<file path="src/hdl/ir_bsm_pkg.sv">
package ir_bsm_pkg;

  // Sizing of the code matcher
  localparam int NUM_CODES = 4;
  localparam int CODE_BITS = 32;
  // Code words that the configuration port can reach, and that the mask reports
  localparam int CFG_CODES = 4;

  localparam int WORD_W     = 32;
  localparam int DURATION_W = 16;
  localparam int MASK_W     = 4;
  localparam int CFG_IDX_W  = 3;

  localparam logic [DURATION_W-1:0] DURATION_RESET = DURATION_W'(400);

  // Register indexes on the configuration port
  localparam logic [CFG_IDX_W-1:0] CFG_BIT_DURATION   = 3'd0;
  localparam logic [CFG_IDX_W-1:0] CFG_CODE_WORD_BASE = 3'd1;

  typedef struct packed {
    logic [DURATION_W-1:0]             bit_duration_us;
    logic [NUM_CODES-1:0][WORD_W-1:0]  code_word;
  } cfg_t;

  typedef struct packed {
    logic              pin_level;
    logic [WORD_W-1:0] now_us;
    logic [WORD_W-1:0] now_ms;
  } in_beat_t;

  typedef struct packed {
    logic              bit_taken;
    logic              bit_value;
    logic [WORD_W-1:0] code_shift;
    logic [MASK_W-1:0] match_mask;
    logic [WORD_W-1:0] last_match_ms;
  } result_t;

endpackage

</file>
<file path="src/hdl/ir_bsm_cfg_regs.sv">
module ir_bsm_cfg_regs (
  input  logic                           clk,
  input  logic                           rst_n,
  input  logic                           cfg_valid,
  output logic                           cfg_ready,
  input  logic [ir_bsm_pkg::CFG_IDX_W-1:0] cfg_index,
  input  logic [31:0]                    cfg_data,
  output ir_bsm_pkg::cfg_t               cfg
);
  import ir_bsm_pkg::*;

  cfg_t cfg_r;
  cfg_t cfg_nxt;

  assign cfg_ready = 1'b1;
  assign cfg      = cfg_r;

  // Decode the register index; writes to unknown indexes drop
  always_comb begin
    cfg_nxt = cfg_r;
    if (cfg_valid) begin
      if (cfg_index == CFG_BIT_DURATION) begin
        cfg_nxt.bit_duration_us = cfg_data[DURATION_W-1:0];
      end
      for (int i = 0; i < NUM_CODES; i++) begin
        if ((i < CFG_CODES) && (cfg_index == (CFG_IDX_W'(i) + CFG_CODE_WORD_BASE))) begin
          cfg_nxt.code_word[i] = cfg_data;
        end
      end
    end
  end

  always_ff @(posedge clk) begin
    if (!rst_n) begin
      cfg_r.bit_duration_us <= DURATION_RESET;
      cfg_r.code_word       <= '0;
    end else begin
      cfg_r <= cfg_nxt;
    end
  end

endmodule

</file>
<file path="src/hdl/ir_bsm_core.sv">
module ir_bsm_core (
  input  logic                  clk,
  input  logic                  rst_n,
  input  logic                  fire,
  input  ir_bsm_pkg::in_beat_t  beat,
  input  ir_bsm_pkg::cfg_t      cfg,
  output ir_bsm_pkg::result_t   result
);
  import ir_bsm_pkg::*;

  logic                 prev_level_r, prev_level_nxt;
  logic [WORD_W-1:0]    last_bit_time_r, last_bit_time_nxt;
  logic [CODE_BITS-1:0] shift_r, shift_nxt;
  logic [WORD_W-1:0]    any_match_r, any_match_nxt;

  logic                 bit_v;
  logic [WORD_W-1:0]    elapsed;
  logic                 taken;
  logic [NUM_CODES-1:0] hit;
  logic [MASK_W-1:0]    mask;
  logic [63:0]          word_ext;
  logic [63:0]          shift_ext;

  // Decide whether this sample is a bit: level change or timeout
  assign bit_v   = ~beat.pin_level;
  assign elapsed = beat.now_us - last_bit_time_r;
  assign taken   = (bit_v != prev_level_r) ||
                   (elapsed > {{(WORD_W-DURATION_W){1'b0}}, cfg.bit_duration_us});

  // Shift the bit in and compare with every code word in parallel
  always_comb begin
    shift_nxt = taken ? {shift_r[CODE_BITS-2:0], bit_v} : shift_r;
    hit       = '0;
    mask      = '0;
    word_ext  = '0;
    for (int i = 0; i < NUM_CODES; i++) begin
      word_ext = 64'(cfg.code_word[i]);
      hit[i]   = taken && (word_ext[CODE_BITS-1:0] == shift_nxt);
      if (i < MASK_W) begin
        mask[i] = hit[i];
      end
    end
  end

  assign prev_level_nxt    = bit_v;
  assign last_bit_time_nxt = taken ? beat.now_us : last_bit_time_r;
  assign any_match_nxt     = (|hit) ? beat.now_ms : any_match_r;
  assign shift_ext         = 64'(shift_nxt);

  // Result of the current beat
  always_comb begin
    result.bit_taken     = taken;
    result.bit_value     = bit_v;
    result.code_shift    = shift_ext[WORD_W-1:0];
    result.match_mask    = mask;
    result.last_match_ms = any_match_nxt;
  end

  // Advance the receiver state on each beat
  always_ff @(posedge clk) begin
    if (!rst_n) begin
      prev_level_r    <= 1'b0;
      last_bit_time_r <= '0;
      shift_r         <= '0;
      any_match_r     <= '0;
    end else if (fire) begin
      prev_level_r    <= prev_level_nxt;
      last_bit_time_r <= last_bit_time_nxt;
      shift_r         <= shift_nxt;
      any_match_r     <= any_match_nxt;
    end
  end

`ifndef SYNTHESIS
  a_shift_holds: assert property (@(posedge clk) disable iff (!rst_n)
    !(fire && taken) |=> $stable(shift_r))
    else $error("shift register changed without a bit");

  a_mask_needs_bit: assert property (@(posedge clk) disable iff (!rst_n)
    (result.match_mask != '0) |-> result.bit_taken)
    else $error("match reported without a bit");

  a_edge_is_bit: assert property (@(posedge clk) disable iff (!rst_n)
    (fire && (bit_v != prev_level_r)) |=> (last_bit_time_r == $past(beat.now_us)))
    else $error("level change did not stamp the bit time");

  a_match_stamp: assert property (@(posedge clk) disable iff (!rst_n)
    (fire && (|hit)) |=> (any_match_r == $past(beat.now_ms)))
    else $error("match did not stamp the match time");
`endif

endmodule

</file>
<file path="src/hdl/ir_bit_sampler_code_matcher.sv">
// Channel  Direction  Payload (tdata, lowest bit first)
// in_      slave      pin_level[0], now_us[32:1], now_ms[64:33], zero fill
// out_     master     bit_taken[0], bit_value[1], code_shift[33:2],
//                     match_mask[37:34], last_match_ms[69:38], zero fill
// cfg_     write      cfg_index selects the register, cfg_data carries the value
//
// One beat per cycle sustained while out_tready holds; a beat's result is offered once
// it has passed the input register, and it then sits in the result register.
// The bit decision, shift and code compare run combinationally between them.
// rst_n is synchronous: state, valid flags and config reset to defaults, data does not.
// Stalls on out_tready hold the result register; the input register still takes
// a beat while it is empty or draining, so intake stops only once both are full.
module ir_bit_sampler_code_matcher (
  input  logic                             clk,
  input  logic                             rst_n,
  input  logic                             in_tvalid,
  output logic                             in_tready,
  input  logic [71:0]                      in_tdata,   // pin_level, now_us, now_ms
  output logic                             out_tvalid,
  input  logic                             out_tready,
  output logic [71:0]                      out_tdata,  // bit_taken, bit_value,
                                                       // code_shift, match_mask,
                                                       // last_match_ms
  input  logic                             cfg_valid,
  output logic                             cfg_ready,
  input  logic [ir_bsm_pkg::CFG_IDX_W-1:0] cfg_index,
  input  logic [31:0]                      cfg_data
);
  import ir_bsm_pkg::*;

  cfg_t     cfg;
  in_beat_t s1_beat_r;
  logic     s1_valid_r, s1_valid_nxt;
  logic     out_valid_r, out_valid_nxt;
  result_t  out_res_r;
  result_t  result;
  logic     s1_fire;
  logic     out_free;

  ir_bsm_cfg_regs u_cfg (
    .clk       (clk),
    .rst_n     (rst_n),
    .cfg_valid (cfg_valid),
    .cfg_ready (cfg_ready),
    .cfg_index (cfg_index),
    .cfg_data  (cfg_data),
    .cfg       (cfg)
  );

  ir_bsm_core u_core (
    .clk    (clk),
    .rst_n  (rst_n),
    .fire   (s1_fire),
    .beat   (s1_beat_r),
    .cfg    (cfg),
    .result (result)
  );

  // Pipeline flow control
  assign out_free      = !out_valid_r || out_tready;
  assign s1_fire       = s1_valid_r && out_free;
  assign in_tready     = !s1_valid_r || s1_fire;
  assign s1_valid_nxt  = (in_tvalid && in_tready) || (s1_valid_r && !s1_fire);
  assign out_valid_nxt = s1_fire || (out_valid_r && !out_tready);

  always_ff @(posedge clk) begin
    if (!rst_n) begin
      s1_valid_r  <= 1'b0;
      out_valid_r <= 1'b0;
    end else begin
      s1_valid_r  <= s1_valid_nxt;
      out_valid_r <= out_valid_nxt;
    end
  end

  // Capture the input beat
  always_ff @(posedge clk) begin
    if (in_tvalid && in_tready) begin
      s1_beat_r.pin_level <= in_tdata[0];
      s1_beat_r.now_us    <= in_tdata[32:1];
      s1_beat_r.now_ms    <= in_tdata[64:33];
    end
  end

  // Hold the result until it is taken
  always_ff @(posedge clk) begin
    if (s1_fire) begin
      out_res_r <= result;
    end
  end

  assign out_tvalid = out_valid_r;
  assign out_tdata  = {2'b00, out_res_r.last_match_ms, out_res_r.match_mask,
                       out_res_r.code_shift, out_res_r.bit_value, out_res_r.bit_taken};

endmodule
</file>
<file path="config.mk">
export PLATFORM = sky130hd
export DESIGN_NAME = ir_bit_sampler_code_matcher
export DESIGN_NICKNAME = d
export VERILOG_FILES = /design/src/hdl/ir_bsm_pkg.sv /design/src/hdl/ir_bsm_cfg_regs.sv /design/src/hdl/ir_bsm_core.sv /design/src/hdl/ir_bit_sampler_code_matcher.sv
export SDC_FILE = /design/constraint.sdc
export NUM_CORES = 1
export LEC_CHECK = 0
export BUFFER_PORTS_ARGS = -buffer_cell sky130_fd_sc_hd__buf_4
export CAP_MARGIN = 20
export CORE_MARGIN = 2
export CORE_UTILIZATION = 60
export CTS_CLUSTER_SIZE = 20
export DETAILED_ROUTE_END_ITERATION = 10
export GPL_TIMING_DRIVEN = 0
export PLACE_DENSITY_LB_ADDON = 0.25
export SLEW_MARGIN = 20
export SYNTH_ARGS = -nofsm -noshare
export SYNTH_HDL_FRONTEND = slang
export SYNTH_SLANG_ARGS = --single-unit
</file>
<file path="constraint.sdc">
create_clock -name clk -period 6.5 [get_ports clk]
set_input_delay 1.3 -clock clk [delete_from_list [all_inputs] [get_ports clk]]
set_output_delay 1.3 -clock clk [all_outputs]
set_load 0.005 [all_outputs]
</file>
==> metrics.txt <==
Initial DRT Pass Iterations 6; worst hold endpoint u_core.last_bit_time_r[6]; Worst setup EP type register; Vias per Instance 6.400; Site Rows 68; Cells after Synth 2363; Fin. Hold Viols 0; Yosys warnings 0; # port buffers 175; RR Endpoint out_tdata[44]; R2R depth 24; CTS HTree Levels 2; setup ws final 0.2292 ns; peak supply drop 0.0003060 V; DRT antenna net count 0; via count of the first global-routing pass 18510; DR WL/cell 23.42 um; top post-synthesis cells by area dfxtp_1, edfxtp_1, nand2_1; clock-pin slew of the registers on the worst-case setup and hold paths 0.06 ns; first-pass GRT wire length 107600 um; CTS Buffer Depth 3; placer congestion estimate 1.061; pwr/cell area 246.7 nW/um2; critical path class reg2reg; max frequency 159.5 MHz; Die X 189.7 um; nets@finish 2754; # setup viols final 0; worst hold path class reg2reg; Mapped Area 20690 um2; crit path DAT 6.59 ns; core area 34290 um2; worst r2r src s1_beat_r[36]; dpl hpwl 53110 um; die height 189.7 um; fraction of layout cells with a size suffix above 1 0.1261; Final Cycle Share 0.9647; synth cell count leaders nand2_1, dfxtp_1, a21boi_0; CP max FO 10; register area 8919 um2; Synth cell types 88; Synth Area per Inst 8.756 um2; status finished clean; Synth Flop Type dfxtp_1; root buf cell clkbuf_16; Slew headroom 0.2963; Post-route DRC 0; via count 19720; post-synth top area share 0.2351; sequential share of the synthesized area 0.4310; final setup TNS 0 ns; area delta synth->final 16.51%; worst skew pair latency 0.58 ns; TritonCTS clock tree yes; Multi-input gate area 10770 um2; Fin Hold WS 0.4638 ns; Pleak 8.945 nW; clock period minus worst slack 6.271 ns; Worst Hold Launch u_core.last_bit_time_r[6]; post-place setup slack -0.4911 ns; Worst setup SP type register; fillcell total 2703; # clock sinks 378; final core occ 0.7031; Initial DRC Count 2398; Max-cap violations 0; Die ar. 35990 um2; Hold Path Depth 2; GR Util All Layers 0.3939; number of buffers created by CTS 40; Final Total Pwr 5.947 mW; leading area contributor after synthesis dfxtp_1; Starting Density 0.6035; Required @ worst endpoint 6.82 ns; routed wire length 72160 um; most frequent cell after synthesis nand2_1; initial antenna violation count 2; Worst-Margin Slew 1.056 ns; Seq cells post-synth 378; reg2reg setup slack 0.23 ns; Post-synth EDFFs 135; Layout Skew 0.03673 ns; asr flop ratio synth 0; CTS Hold Bufs 0; I/O pins 187; total grt overflow 0; Final Max Tran Viols 0; largest net degree at the start of global routing 44
[registers in the layout (all words and copies together) (netlist names)]
register / count
u_cfg.cfg: 144
u_core.any_match_r: 32
out_tdata: 70
s1_valid_r: 1
u_core.shift_r: 32
s1_beat_r: 65
u_core.last_bit_time_r: 32
out_tvalid: 1
u_core.prev_level_r: 1
[power breakdown]
part / internal [mW] / leakage (nW) / switching (mW)
Sequential: 2.59 / 3.27 / 0.0722
Combinational: 0.454 / 5.06 / 0.644
Clock: 1.23 / 0.618 / 0.963
Total: 4.27 / 8.94 / 1.68
[worst max path at each step]
stage	end	cells after the start	slack [ns]	from
2_1_floorplan	out_tdata[38]	24	0.89	s1_beat_r[32]
3_3_place_gp	out_tdata[63]	23	-0.41	s1_beat_r[38]
3_5_place_dp	out_tdata[60]	23	-0.49	s1_beat_r[38]
4_1_cts	u_core.any_match_r[17]	26	0.02	s1_beat_r[35]
5_1_grt	out_tdata[44]	26	-0.02	s1_beat_r[32]
6_report	out_tdata[44]	24	0.23	s1_beat_r[36]
[metrics by stage]
step / area, um2 / instances
after floorplan: 20690 / 2364
after global placement: 22580 / 2994
after detailed placement: 22620 / 2996
after CTS: 23910 / 3072
after global routing: 24110 / 3080
final: 24110 / 3081
[placed cells by master (no fill, tap or decap), types with 8 or more instances in the layout]
master     synthesis  routed
a2111oi_0         10       9
nor2_1            73      73
nand2_1          529     529
o21ai_0           44      43
mux2_1            30      30
and2_1            39      38
mux2i_1           23      21
nor2b_1           38      38
inv_1             94      94
edfxtp_1         135     135
a2bb2oi_1         34      34
ha_1              47      46
a21o_1            10      10
nor3_1            17      17
clkbuf_16          0      41
a21boi_0         208     207
xor2_1            41      41
nand3_1           66      66
clkbuf_8           0       8
clkbuf_1         140     142
o22ai_1           11      11
a21oi_1           62      59
o31ai_1           14      14
nor4_1            38      36
and3_1            12      12
o2111ai_1         45      45
buf_2             20      20
buf_4             10     195
nand2b_1          29      29
a211oi_1          10      10
o211ai_1          46      46
dfxtp_1          243     243
a31oi_1           12      11
nand4_1           47      47
xnor2_1           44      44
clkinv_2           0       9
[logic make-up after synthesis]
logic type / share of synthesized area
AO/OA/AOI/OAI: 0.2057
flip-flops: 0.4310
AND/OR/NAND/NOR: 0.2132
buffers and inverters: 0.05424
adder cells (fa/ha/maj): 0.02939
XOR/XNOR: 0.03598
other: 0.0003630
multiplexers: 0.03017
[routing by layer]
metal / track usage / vias up / share of wire
li1: - / 8878 / -
met1: 0.5318 / 9353 / 0.40
met2: 0.5986 / 1237 / 0.43
met3: 0.1136 / 249 / 0.13
met4: 0.1541 / 0 / 0.044
met5: 0 / - / 0
[final cells by class]
cell class	count	area share
multi-input cells	1710	0.4466
repair buffers	188	0.06083
flip-flops and latches	378	0.3699
inverters	96	0.01495
well taps	455	0.02361
clock buffers	57	0.04749
clock inverters	16	0.003892
diodes	1	0.0001038
plain buffers	180	0.03254
[worst max-delay path, stage by stage, from the launching register on]
cell      delay, ns
edfxtp_1       0.39
ha_1           0.37
a21oi_1        0.35
a31oi_4        0.17
a21oi_2        0.22
o21bai_1       0.08
a21oi_1        0.20
xnor2_1        0.18
ha_1           0.29
a21oi_1        0.14
o211a_1        0.19
nand4_1        0.09
nand2_1        0.14
nand4_1        0.11
or4_1          0.55
buf_2          0.20
or3_1          0.32
buf_4          0.22
a211o_1        0.35
a221oi_2       0.33
nand4_4        0.19
o211ai_4       0.25
buf_12         0.16
buf_6          0.16
mux2_1         0.35
[what timing repair did]
action / 4_1_cts / 5_1_grt
endpoints found under the setup margin: 62 / 69
resized for setup: 7 / 30
pin swaps: 1 / 7
cloned: 0 / 1
setup buffers: 3 / 7
Note: power is estimated with default switching activity, not from simulation.
